--- src/hdl/wpp_pkg.sv ---
// Shared types and constants for the mono PCM WAV stream parser.
// Used by wpp_front, wpp_queue, wpp_back and the top level.
// Holds no logic of its own.
package wpp_pkg;

  // Result kinds as they appear on the kind port.
  localparam logic [1:0] KIND_HDR    = 2'd0;
  localparam logic [1:0] KIND_SAMPLE = 2'd1;
  localparam logic [1:0] KIND_ERR    = 2'd2;

  // Error codes.
  localparam logic [2:0] ERR_RIFF     = 3'd0;
  localparam logic [2:0] ERR_WAVE     = 3'd1;
  localparam logic [2:0] ERR_FMT_TAG  = 3'd2;
  localparam logic [2:0] ERR_FMT_SIZE = 3'd3;
  localparam logic [2:0] ERR_FORMAT   = 3'd4;
  localparam logic [2:0] ERR_CHANNELS = 3'd5;
  localparam logic [2:0] ERR_DATA_TAG = 3'd6;
  localparam logic [2:0] ERR_DEPTH    = 3'd7;

  // Header tags, byte order as in the file.
  localparam logic [7:0] TAG_RIFF [4] = '{8'h52, 8'h49, 8'h46, 8'h46};
  localparam logic [7:0] TAG_WAVE [4] = '{8'h57, 8'h41, 8'h56, 8'h45};
  localparam logic [7:0] TAG_FMT  [4] = '{8'h66, 8'h6D, 8'h74, 8'h20};
  localparam logic [7:0] TAG_DATA [4] = '{8'h64, 8'h61, 8'h74, 8'h61};

  // x / 3 == (x * DIV3_RECIP) >> DIV3_SHIFT for every 32-bit x.
  localparam logic [31:0] DIV3_RECIP = 32'hAAAA_AAAB;
  localparam int          DIV3_SHIFT = 33;

  // Token queue between front and back.
  localparam int QUEUE_DEPTH = 4;
  localparam int QUEUE_AW    = $clog2(QUEUE_DEPTH);

  typedef enum logic [1:0] {
    PH_IDLE,
    PH_HEAD,
    PH_DATA
  } phase_t;

  typedef enum logic [1:0] {
    BK_RUN,
    BK_MUL,
    BK_EMIT
  } bk_state_t;

  typedef enum logic [1:0] {
    TOK_HDR,
    TOK_SAMPLE,
    TOK_ERR
  } tok_kind_t;

  // One classified transaction from the front to the back.
  typedef struct packed {
    tok_kind_t   kind;
    logic [2:0]  code;
    logic [31:0] rate;
    logic [7:0]  depth;
    logic [31:0] word;   // data size on a header token, sample on a sample token
  } tok_t;

  // Queue head as seen by the back.
  typedef struct packed {
    logic valid;
    tok_t tok;
  } q_head_t;

endpackage

--- src/hdl/wpp_front.sv ---
// Front part of the WAV parser: takes one byte per transaction, checks the
// header, captures its fields and assembles samples into tokens.
// Depends on wpp_pkg.
module wpp_front (
  input  logic          clk,
  input  logic          rst_n,
  input  logic          byte_valid,
  input  logic [7:0]    data_byte,
  input  logic          first,
  output logic          tok_push,
  output wpp_pkg::tok_t tok
);

  typedef struct packed {
    logic       chk;
    logic [7:0] expect_byte;
    logic [2:0] code;
  } hdr_rule_t;

  // Fixed-value bytes of the header and the error each one raises.
  function automatic hdr_rule_t hdr_rule(input logic [5:0] pos);
    hdr_rule_t r;
    r.chk         = 1'b1;
    r.expect_byte = 8'd0;
    r.code        = wpp_pkg::ERR_RIFF;
    case (pos) inside
      [6'd0:6'd3]: begin
        r.expect_byte = wpp_pkg::TAG_RIFF[pos[1:0]];
      end
      [6'd8:6'd11]: begin
        r.expect_byte = wpp_pkg::TAG_WAVE[pos[1:0]];
        r.code        = wpp_pkg::ERR_WAVE;
      end
      [6'd12:6'd15]: begin
        r.expect_byte = wpp_pkg::TAG_FMT[pos[1:0]];
        r.code        = wpp_pkg::ERR_FMT_TAG;
      end
      [6'd16:6'd19]: begin
        r.expect_byte = (pos == 6'd16) ? 8'd16 : 8'd0;
        r.code        = wpp_pkg::ERR_FMT_SIZE;
      end
      [6'd20:6'd21]: begin
        r.expect_byte = (pos == 6'd20) ? 8'd1 : 8'd0;
        r.code        = wpp_pkg::ERR_FORMAT;
      end
      [6'd22:6'd23]: begin
        r.expect_byte = (pos == 6'd22) ? 8'd1 : 8'd0;
        r.code        = wpp_pkg::ERR_CHANNELS;
      end
      [6'd36:6'd39]: begin
        r.expect_byte = wpp_pkg::TAG_DATA[pos[1:0]];
        r.code        = wpp_pkg::ERR_DATA_TAG;
      end
      default: begin
        r.chk = 1'b0;
      end
    endcase
    return r;
  endfunction

  wpp_pkg::phase_t phase_r, phase_nxt;
  logic [5:0]      pos_r, pos_nxt;
  logic [31:0]     rate_r, rate_nxt;
  logic [7:0]      depth_r, depth_nxt;
  logic [31:0]     size_r, size_nxt;
  logic [31:0]     shift_r, shift_nxt;
  logic [1:0]      bis_r, bis_nxt;

  wpp_pkg::phase_t cur_phase;
  logic [5:0]      cur_pos;
  hdr_rule_t       rule;
  logic [31:0]     size_new;
  logic [31:0]     shift_new;
  logic [1:0]      bis_new;

  always_ff @(posedge clk) begin
    if (!rst_n) begin
      phase_r <= wpp_pkg::PH_IDLE;
      pos_r   <= '0;
      bis_r   <= '0;
      shift_r <= '0;
    end else begin
      phase_r <= phase_nxt;
      pos_r   <= pos_nxt;
      bis_r   <= bis_nxt;
      shift_r <= shift_nxt;
    end
  end

  always_ff @(posedge clk) begin
    rate_r  <= rate_nxt;
    depth_r <= depth_nxt;
    size_r  <= size_nxt;
  end

  always_comb begin
    cur_phase = first ? wpp_pkg::PH_HEAD : phase_r;
    cur_pos   = first ? 6'd0 : pos_r;
    rule      = hdr_rule(cur_pos);
    size_new  = {data_byte, size_r[31:8]};
    shift_new = {data_byte, shift_r[31:8]};
    bis_new   = bis_r + 2'd1;

    phase_nxt = phase_r;
    pos_nxt   = pos_r;
    rate_nxt  = rate_r;
    depth_nxt = depth_r;
    size_nxt  = size_r;
    shift_nxt = shift_r;
    bis_nxt   = bis_r;

    tok_push   = 1'b0;
    tok.kind   = wpp_pkg::TOK_ERR;
    tok.code   = rule.code;
    tok.rate   = rate_r;
    tok.depth  = depth_r;
    tok.word   = size_new;

    if (byte_valid) begin
      unique case (cur_phase)
        wpp_pkg::PH_HEAD: begin
          phase_nxt = wpp_pkg::PH_HEAD;
          pos_nxt   = cur_pos + 6'd1;
          if (rule.chk) begin
            if (data_byte != rule.expect_byte) begin
              tok_push  = 1'b1;
              phase_nxt = wpp_pkg::PH_IDLE;
            end
          end else if (cur_pos >= 6'd24 && cur_pos <= 6'd27) begin
            rate_nxt = {data_byte, rate_r[31:8]};
          end else if (cur_pos == 6'd34) begin
            depth_nxt = data_byte;
            if (data_byte != 8'd8 && data_byte != 8'd16 &&
                data_byte != 8'd24 && data_byte != 8'd32) begin
              tok_push  = 1'b1;
              tok.code  = wpp_pkg::ERR_DEPTH;
              phase_nxt = wpp_pkg::PH_IDLE;
            end
          end else if (cur_pos >= 6'd40) begin
            size_nxt = size_new;
            if (cur_pos == 6'd43) begin
              tok_push  = 1'b1;
              tok.kind  = wpp_pkg::TOK_HDR;
              phase_nxt = wpp_pkg::PH_DATA;
              shift_nxt = '0;
              bis_nxt   = '0;
            end
          end
        end
        wpp_pkg::PH_DATA: begin
          shift_nxt = shift_new;
          bis_nxt   = bis_new;
          if (bis_new == depth_r[4:3]) begin
            tok_push  = 1'b1;
            tok.kind  = wpp_pkg::TOK_SAMPLE;
            tok.word  = shift_new;
            shift_nxt = '0;
            bis_nxt   = '0;
          end
        end
        default: begin
        end
      endcase
    end
  end

endmodule

--- src/hdl/wpp_queue.sv ---
// Short token queue that decouples the parser front from the result back.
// Depends on wpp_pkg.
module wpp_queue (
  input  logic             clk,
  input  logic             rst_n,
  input  logic             push,
  input  wpp_pkg::tok_t    push_tok,
  output logic             full,
  input  logic             pop,
  output wpp_pkg::q_head_t head
);

  wpp_pkg::tok_t                mem_r [wpp_pkg::QUEUE_DEPTH];
  logic [wpp_pkg::QUEUE_AW-1:0] wr_ptr_r, wr_ptr_nxt;
  logic [wpp_pkg::QUEUE_AW-1:0] rd_ptr_r, rd_ptr_nxt;
  logic [wpp_pkg::QUEUE_AW:0]   count_r, count_nxt;
  logic                         do_push;
  logic                         do_pop;

  assign full       = (count_r == (wpp_pkg::QUEUE_AW+1)'(wpp_pkg::QUEUE_DEPTH));
  assign head.valid = (count_r != '0);
  assign head.tok   = mem_r[rd_ptr_r];

  always_comb begin
    do_push    = push && !full;
    do_pop     = pop && head.valid;
    wr_ptr_nxt = do_push ? wr_ptr_r + 1'b1 : wr_ptr_r;
    rd_ptr_nxt = do_pop ? rd_ptr_r + 1'b1 : rd_ptr_r;
    count_nxt  = count_r;
    if (do_push && !do_pop) begin
      count_nxt = count_r + 1'b1;
    end else if (do_pop && !do_push) begin
      count_nxt = count_r - 1'b1;
    end
  end

  always_ff @(posedge clk) begin
    if (!rst_n) begin
      wr_ptr_r <= '0;
      rd_ptr_r <= '0;
      count_r  <= '0;
    end else begin
      wr_ptr_r <= wr_ptr_nxt;
      rd_ptr_r <= rd_ptr_nxt;
      count_r  <= count_nxt;
    end
  end

  always_ff @(posedge clk) begin
    if (do_push) begin
      mem_r[wr_ptr_r] <= push_tok;
    end
  end

endmodule

--- src/hdl/wpp_back.sv ---
// Back part of the WAV parser: works out the sample count, tracks the
// samples left and holds the result register. Depends on wpp_pkg.
module wpp_back (
  input  logic                clk,
  input  logic                rst_n,
  input  wpp_pkg::q_head_t    head,
  output logic                tok_pop,
  output logic                out_empty,
  input  logic                out_pop,
  output logic [1:0]          out_kind,
  output logic [2:0]          out_error_code,
  output logic [31:0]         out_sample_rate,
  output logic [7:0]          out_bits,
  output logic [31:0]         out_sample_count,
  output logic signed [31:0]  out_sample,
  output logic                out_last
);

  wpp_pkg::bk_state_t state_r, state_nxt;
  logic               active_r, active_nxt;
  logic [31:0]        left_r, left_nxt;
  logic               valid_r, valid_nxt;
  logic [31:0]        size_r, size_nxt;
  logic [31:0]        rate_r, rate_nxt;
  logic [7:0]         depth_r, depth_nxt;
  logic [63:0]        prod_r, prod_nxt;

  logic [1:0]         kind_r, kind_nxt;
  logic [2:0]         code_r, code_nxt;
  logic [31:0]        orate_r, orate_nxt;
  logic [7:0]         obits_r, obits_nxt;
  logic [31:0]        ocount_r, ocount_nxt;
  logic [31:0]        osample_r, osample_nxt;
  logic               olast_r, olast_nxt;

  logic               out_free;
  logic [31:0]        count;
  logic [31:0]        left_dec;

  assign out_empty        = !valid_r;
  assign out_kind         = kind_r;
  assign out_error_code   = code_r;
  assign out_sample_rate  = orate_r;
  assign out_bits         = obits_r;
  assign out_sample_count = ocount_r;
  assign out_sample       = osample_r;
  assign out_last         = olast_r;

  always_ff @(posedge clk) begin
    if (!rst_n) begin
      state_r  <= wpp_pkg::BK_RUN;
      active_r <= 1'b0;
      left_r   <= '0;
      valid_r  <= 1'b0;
    end else begin
      state_r  <= state_nxt;
      active_r <= active_nxt;
      left_r   <= left_nxt;
      valid_r  <= valid_nxt;
    end
  end

  always_ff @(posedge clk) begin
    size_r    <= size_nxt;
    rate_r    <= rate_nxt;
    depth_r   <= depth_nxt;
    prod_r    <= prod_nxt;
    kind_r    <= kind_nxt;
    code_r    <= code_nxt;
    orate_r   <= orate_nxt;
    obits_r   <= obits_nxt;
    ocount_r  <= ocount_nxt;
    osample_r <= osample_nxt;
    olast_r   <= olast_nxt;
  end

  // Sample count from the data size: depth is already known to be legal.
  always_comb begin
    unique case (depth_r)
      8'd8:    count = size_r;
      8'd16:   count = {1'b0, size_r[31:1]};
      8'd24:   count = 32'(prod_r[63:wpp_pkg::DIV3_SHIFT]);
      default: count = {2'b00, size_r[31:2]};
    endcase
  end

  always_comb begin
    out_free    = !valid_r || out_pop;
    left_dec    = left_r - 32'd1;

    state_nxt   = state_r;
    active_nxt  = active_r;
    left_nxt    = left_r;
    valid_nxt   = valid_r && !out_pop;
    size_nxt    = size_r;
    rate_nxt    = rate_r;
    depth_nxt   = depth_r;
    prod_nxt    = prod_r;
    kind_nxt    = kind_r;
    code_nxt    = code_r;
    orate_nxt   = orate_r;
    obits_nxt   = obits_r;
    ocount_nxt  = ocount_r;
    osample_nxt = osample_r;
    olast_nxt   = olast_r;
    tok_pop     = 1'b0;

    unique case (state_r)
      wpp_pkg::BK_RUN: begin
        if (head.valid) begin
          unique case (head.tok.kind)
            wpp_pkg::TOK_HDR: begin
              tok_pop   = 1'b1;
              size_nxt  = head.tok.word;
              rate_nxt  = head.tok.rate;
              depth_nxt = head.tok.depth;
              state_nxt = wpp_pkg::BK_MUL;
            end
            wpp_pkg::TOK_ERR: begin
              if (out_free) begin
                tok_pop     = 1'b1;
                active_nxt  = 1'b0;
                valid_nxt   = 1'b1;
                kind_nxt    = wpp_pkg::KIND_ERR;
                code_nxt    = head.tok.code;
                orate_nxt   = '0;
                obits_nxt   = '0;
                ocount_nxt  = '0;
                osample_nxt = '0;
                olast_nxt   = 1'b1;
              end
            end
            default: begin
              if (!active_r) begin
                tok_pop = 1'b1;
              end else if (out_free) begin
                tok_pop     = 1'b1;
                left_nxt    = left_dec;
                active_nxt  = (left_dec != '0);
                valid_nxt   = 1'b1;
                kind_nxt    = wpp_pkg::KIND_SAMPLE;
                code_nxt    = '0;
                orate_nxt   = '0;
                obits_nxt   = '0;
                ocount_nxt  = '0;
                osample_nxt = head.tok.word;
                olast_nxt   = (left_dec == '0);
              end
            end
          endcase
        end
      end
      wpp_pkg::BK_MUL: begin
        prod_nxt  = size_r * wpp_pkg::DIV3_RECIP;
        state_nxt = wpp_pkg::BK_EMIT;
      end
      default: begin
        if (out_free) begin
          left_nxt    = count;
          active_nxt  = (count != '0);
          valid_nxt   = 1'b1;
          kind_nxt    = wpp_pkg::KIND_HDR;
          code_nxt    = '0;
          orate_nxt   = rate_r;
          obits_nxt   = depth_r;
          ocount_nxt  = count;
          osample_nxt = '0;
          olast_nxt   = (count == '0);
          state_nxt   = wpp_pkg::BK_RUN;
        end
      end
    endcase
  end

endmodule

--- src/hdl/wav_pcm_mono_stream_parser.sv ---
// Mono PCM WAV stream parser, top level: wpp_front -> wpp_queue -> wpp_back.
// A sample or error token goes through the token queue into the back's output register;
// a header token also passes the back's multiply and emit states on the way.
// Throughput: one byte per cycle while the queue has room; the header's extra back-end
// states (the multiply for three-byte samples) are soaked up by the four-entry token queue.
// Reset (rst_n low, synchronous) empties the queue and output and idles the parser.
module wav_pcm_mono_stream_parser (
  input  logic               clk,
  input  logic               rst_n,
  input  logic               push,
  output logic               full,
  input  logic [7:0]         in_data_byte,
  input  logic               in_first,
  output logic               empty,
  input  logic               pop,
  output logic [1:0]         out_kind,
  output logic [2:0]         out_error_code,
  output logic [31:0]        out_sample_rate,
  output logic [7:0]         out_bits,
  output logic [31:0]        out_sample_count,
  output logic signed [31:0] out_sample,
  output logic               out_last
);

  // The front classifies every accepted byte: header bytes are checked
  // against the fixed layout and fields are captured, while data bytes are
  // assembled into left-aligned samples. Each byte that completes something
  // yields one token transaction into the queue.
  wpp_pkg::tok_t    tok;
  logic             tok_push;
  logic             tok_pop;
  wpp_pkg::q_head_t head;
  logic             byte_accept;

  // A byte is taken whenever the queue has room, so full simply mirrors it.
  assign byte_accept = push && !full;

  wpp_front u_front (
    .clk        (clk),
    .rst_n      (rst_n),
    .byte_valid (byte_accept),
    .data_byte  (in_data_byte),
    .first      (in_first),
    .tok_push   (tok_push),
    .tok        (tok)
  );

  wpp_queue u_queue (
    .clk      (clk),
    .rst_n    (rst_n),
    .push     (tok_push),
    .push_tok (tok),
    .full     (full),
    .pop      (tok_pop),
    .head     (head)
  );

  // The back turns tokens into results. It divides the data size by the
  // bytes per sample, counts samples down so that the final one carries
  // last, and drops sample tokens once the count is spent or after an error.
  // A result loads as the waiting one pops; header tokens are taken while one waits.
  wpp_back u_back (
    .clk              (clk),
    .rst_n            (rst_n),
    .head             (head),
    .tok_pop          (tok_pop),
    .out_empty        (empty),
    .out_pop          (pop),
    .out_kind         (out_kind),
    .out_error_code   (out_error_code),
    .out_sample_rate  (out_sample_rate),
    .out_bits         (out_bits),
    .out_sample_count (out_sample_count),
    .out_sample       (out_sample),
    .out_last         (out_last)
  );

endmodule

--- config.mk ---
export PLATFORM = sky130hd
export DESIGN_NAME = wav_pcm_mono_stream_parser
export DESIGN_NICKNAME = d
export VERILOG_FILES = /design/src/hdl/wpp_pkg.sv /design/src/hdl/wpp_front.sv /design/src/hdl/wpp_queue.sv /design/src/hdl/wpp_back.sv /design/src/hdl/wav_pcm_mono_stream_parser.sv
export SDC_FILE = /design/constraint.sdc
export NUM_CORES = 2
export LEC_CHECK = 0
export ABC_CLOCK_PERIOD_IN_PS = 22000
export BUFFER_PORTS_ARGS = -buffer_cell sky130_fd_sc_hd__clkbuf_2
export CAP_MARGIN = 20
export CORE_ASPECT_RATIO = 0.9
export CORE_MARGIN = 8
export CORE_UTILIZATION = 43
export CTS_CLUSTER_SIZE = 20
export DETAILED_ROUTE_END_ITERATION = 10
export PLACE_DENSITY = 0.62
export SYNTH_ARGS = -nofsm -noshare
export SYNTH_HDL_FRONTEND = slang
export SYNTH_SLANG_ARGS = --single-unit
--- constraint.sdc ---
create_clock -name clk -period 22 [get_ports clk]
set_input_delay 1.1 -clock clk [delete_from_list [all_inputs] [get_ports clk]]
set_output_delay 1.1 -clock clk [all_outputs]
set_load 0.02 [all_outputs]
* Word level (Yosys, flattened, before mapping) *
Memory sizes are Yosys's and may differ from the RTL's. A register that Yosys moved wholly into a read port is not among the register bits.
Index checks and enable logic that the tools add are counted.

operators by class
  add/subtract/negate cells = 7
  multipliers = 1
  $lt $le $gt $ge = 18
  eq/ne operators = 33
  multiplexer cells = 159
  bitwise gates (word level) = 5
  reduce and logical (&&, ||, !) cells = 48

operators by type and width
  cell                    number
  $mux 32                 22
  $pmux 32 s2             8
  $mux 8                  19
  $pmux 32 s3             1
  $mux 24                 3
  $bmux 8 s2              4
  $logic_not 32->1        2
  $mul 32x32->64 const B  1
  $reduce_bool 32->1      2
  $mux 2                  25
  $mux 3                  16
  $mux 1                  39
  $reduce_and 5->1        7
  $pmux 8 s2              2
  $sub 32x1->32 const B   1
  $ge 6x5->1 const B      4
  $le 6x5->1 const B      4
  $mux 5                  4
  $pmux 2 s2              5
  $eq 6x5->1 const B      3
  $logic_and 1x1->1       17
  $eq 8x5->1 const B      2
  $ne 8x5->1 const B      2
  $pmux 1 s2              8
  other kinds (38)        70

storage, ports and cells
  register bits = 403
  memory bits (writable) = 308
  input port bits = 13
  output and inout bits = 112
  logic and storage cells = 297
  memories = 1

memory list
  name           words  width  read ports  clocked after Yosys merged registers in  wr ports  line             RTL
  u_queue.mem_r  4      77     1           1                                        1         wpp_queue.sv:13  wpp_pkg::tok_t mem_r [wpp_pkg::QUEUE_DEPTH];

* Longest topological paths before layout *
  depth after elaboration = 22
  mapped depth = 26
  gate-level depth less buffers = 26

* Hierarchy *
From an unflattened synthesis, not the netlist that was laid out.

unflattened totals
  cells, all modules = 3433
  area total of the unflattened synthesis = 42861.1 um2

modules (own cells, without submodules)
  module                      times used  cells an instance  area each (um2)  sequential area each (um2)
  wpp_back                    1           2531               26665.6          7116.8
  wpp_queue                   1           451                11617.4          9429.0
  wpp_front                   1           450                4564.4           2602.5
  wav_pcm_mono_stream_parser  1           1                  13.8             0.0

* Worst setup path after synthesis *
Ideal clock, no wire load.

  kind = register to register
  from = reg u_back.size_r[16]
  to = reg u_back.prod_r[56] (data pin)
  setup time = 0.262 ns
  arrival = 6.859 ns
  required time = 21.738 ns
  path slack = 14.879 ns
  cell stages (with the launch flop) = 24
  path buffers = 1
  period minus slack after synthesis = 7.121 ns
  path through = edfxtp_1 ha_1 fa_1 inv_1 fa_1 fa_1 inv_1 fa_1 fa_1 fa_1 inv_1 fa_1 inv_1 ha_1 clkbuf_1 a21o_1 a21o_1 a221oi_1 o21ai_0 a221oi_1 nand2_1 a211oi_1 o21ai_1 xor2_1

on the way
  word-level cells in the longest chain between the ends = 1

ends and longest elaborated chain
  what                      line             RTL
  start: declaration        wpp_back.sv:23   logic [31:0] size_r, size_nxt;
  start signal: assignment  wpp_back.sv:64   size_r <= size_nxt;
  $mul 32x32->64            wpp_back.sv:154  prod_nxt = size_r * wpp_pkg::DIV3_RECIP;
  end signal: assignment    wpp_back.sv:67   prod_r <= prod_nxt;
  end: declaration          wpp_back.sv:26   logic [63:0] prod_r, prod_nxt;

Every way passes these cells.
A chain may end at the register's enable or synchronous reset.

* Final worst setup path *
  from = reg u_back.size_r[11]
  to = reg u_back.prod_r[56] (data pin)

Same word-level chain as after synthesis.

==> results.ini <==
[final_layout]
final_common_cell=edfxtp_1
layout_common_cells=edfxtp_1, inv_1, ha_1, fa_1, nand2_1
fin_nets=4248
final_core_util=0.478
layout-drive-gt1-share=0.103
syn_to_final_growth_pct=10.6

[route]
drtPass1Iterations=5
drt-initial-drc-count=2679
routed_wl_um=117000
via_count=26622
routedWlPerCell_um=24.2
ant_nets=0
avgViaCountPerCell=5.50
drcViolationCount=0

[yosys]
yosysTopAreaCellShare=0.415
ys_ff_latch=664
synth-seq-area-share=0.452
synthTopCellsByArea=edfxtp_1, fa_1, ha_1
synth-async-reset-ratio=0
synth_top_area_cell=edfxtp_1
syn-mean-instance-area_um2=12.5
synth.distinct_cells=74
synth_edf_count=585
syn_area_um2=42300
synthCells=3387
synthFlopType=edfxtp_1
yosysWarnings=0
syn_nets=4133

[global_route]
grt_first_pass_wirelength_um=175000
grt_use_total=0.214
grt_max_degree=80
antenna_found_initial=6
grt_overflow=0
grt_pass1_vias=27192

[setup_path]
cp_slowest_cell=edfxtp_1
crit_required_ns=22.37
cpPeakStageDelay_ns=0.76
cp_num_buf_inv=4
critPathLaunchType=flop
cp-end-kind=flop
crit_top_cell=fa_1
r2r-start=u_back.size_r[11]
cp_data_arrival_time_ns=8.58
critPathKind=flop to flop
crit_chain=ha_1 -> xor2_1 -> ha_1 -> inv_1 -> fa_1 -> fa_1 -> inv_1 -> fa_1 -> fa_1 -> fa_1 -> inv_1 -> fa_1 -> inv_1 -> ha_1 -> a21oi_1 -> o21ai_0 -> a221oi_1 -> o21ai_0 -> a221oi_1 -> nand2_1 -> a211oi_1 -> o21ai_1 -> xor2_1
critPathLaunch=u_back.size_r[11]
crit_fanout=11
cp_top_family=adder cells

[floorplanning]
core_um2=97900
rows=109
fp.dieH_um=314
pin_count=125
start_util=0.432
die-width_um=347
design.die.area_um2=109000

[timing]
fin_skew_ns=0.0362
min_period_over_period=0.373
hold_viol_final=0
fin_crit_ns=8.21
fin_tns_setup_ns=0
max_freq_mhz=122
max_slew.worst_pin.slew_ns=1.11
rsz0062_at_grt=no
final_max_slew_viol_count=0
finalSetupViolCount=0
relSlewSlack=0.258

[clocking]
cts.sinks=664
postCtsSetupRepairBufs=0
cts_tree=built
htreeDepth=3
cts_buffers=76
cts_hold_buf=0
cts.path.max_buffers=3
root_buffer=clkbuf_16
clk_latency_ns=0.63
cts_resized=0
clk_pin_slew_ns=0.06

[hold_path]
hold_path_startpoint=u_front.size_r[27]
hold_class=flop to flop

[place]
dp_hpwl_um=88300
portBuffers=124
place.gp.congestion=1.02

[run]
maxCapViolations=0

[run_status]
run_status=complete, no violations

path summary, 6_finish.rpt:
kind                              to  slack, ns  cells past startpoint
hold reg to reg   u_front.size_r[19]       0.44                      0
setup reg to reg   u_back.prod_r[56]      13.79                     23
hold / removal    u_front.size_r[19]       0.44                      0
setup / recovery   u_back.prod_r[56]      13.79                     23
synthesized netlist by cell type, types with 4 or more instances:
library cell,number
and3_1,8
clkbuf_1,97
a31o_2,5
nand2_1,270
a31oi_1,13
nor3_1,40
edfxtp_1,585
a21oi_1,102
a211oi_1,7
o211ai_1,7
fa_1,362
or2_2,9
nor4_1,20
xnor2_1,42
o31ai_1,4
nand4_1,22
and2_1,73
o21ai_0,136
a22oi_1,4
nor2b_1,15
inv_1,519
a21o_1,25
o22ai_1,35
or4_1,4
mux2i_1,32
nand4b_1,4
a2111oi_0,6
o21a_1,5
mux4_2,77
ha_1,371
buf_1,12
nor2_1,159
a221oi_1,7
or3_1,8
dfxtp_1,79
o21bai_1,4
nand3_1,48
xor2_1,35
a21boi_0,50
nand2b_1,32
flip-flops by register name, indices dropped and copies added, names as in the netlist, 8 cells and up, named ones only:
name,cells
u_front.depth_r,8
u_back.out_sample,32
u_back.rate_r,32
u_back.prod_r,31
u_back.depth_r,8
u_back.left_r,32
u_front.shift_r,24
u_front.size_r,24
u_queue.mem_r,308
u_back.out_sample_rate,32
u_back.size_r,32
u_back.out_bits,8
u_front.rate_r,32
u_back.out_sample_count,32
metal layers:
metal  track usage  part of all wire
met2         0.310              0.42
met4        0.0580             0.025
met5             0           0.00034
met3        0.0740              0.11
met1         0.306              0.44
cell families (layout without fill, tap and decap cells):
group | Yosys count | in the layout | synth area share
buffers and inverters | 632 | 806 | 0.0563
DFF | 664 | 664 | 0.452
AOI/OAI and AO/OA | 444 | 444 | 0.0652
muxes | 110 | 110 | 0.0488
other | 0 | 1 | 0
and+or+nand+nor | 727 | 727 | 0.0805
adders and majority gates | 733 | 733 | 0.281
xor gates and xnor gates | 77 | 77 | 0.0159
through the flow:
step	hold WS (ns)	instances	area, um2	setup slack (ns)
after floorplan	0.426	3387	42300	14.88
after global placement	0.430	4699	44400	13.79
after detailed placement	0.434	4699	44400	13.79
after CTS	0.446	4836	46800	13.81
after global routing	0.459	4837	46800	13.28
final	0.442	4838	46800	13.79
worst register-to-register path: stages (launching register included):
cell and delay [ns]:
edfxtp_1 0.76, ha_1 0.36, xor2_1 0.57, ha_1 0.36, inv_1 0.18, fa_1 0.47, fa_1 0.52, inv_1 0.05
fa_1 0.46, fa_1 0.52, fa_1 0.54, inv_1 0.05, fa_1 0.52, inv_1 0.04, ha_1 0.32, a21oi_1 0.18
o21ai_0 0.13, a221oi_1 0.39, o21ai_0 0.25, a221oi_1 0.40, nand2_1 0.20, a211oi_1 0.41, o21ai_1 0.12, xor2_1 0.16
layout make-up:
type / count / area (um2)
antenna: 1 / 2.50
clock buffer: 107 / 2070
clock inverter: 30 / 337
fill: 8629 / 51100
inverter: 520 / 1950
multi-input combinational: 2091 / 20900
sequential: 664 / 19200
tap: 1276 / 1600
timing repair buffer: 149 / 821
Power is left out: the tool's default activity adds up to more than one toggle a clock period on the data nets, which glitch-free logic cannot reach.
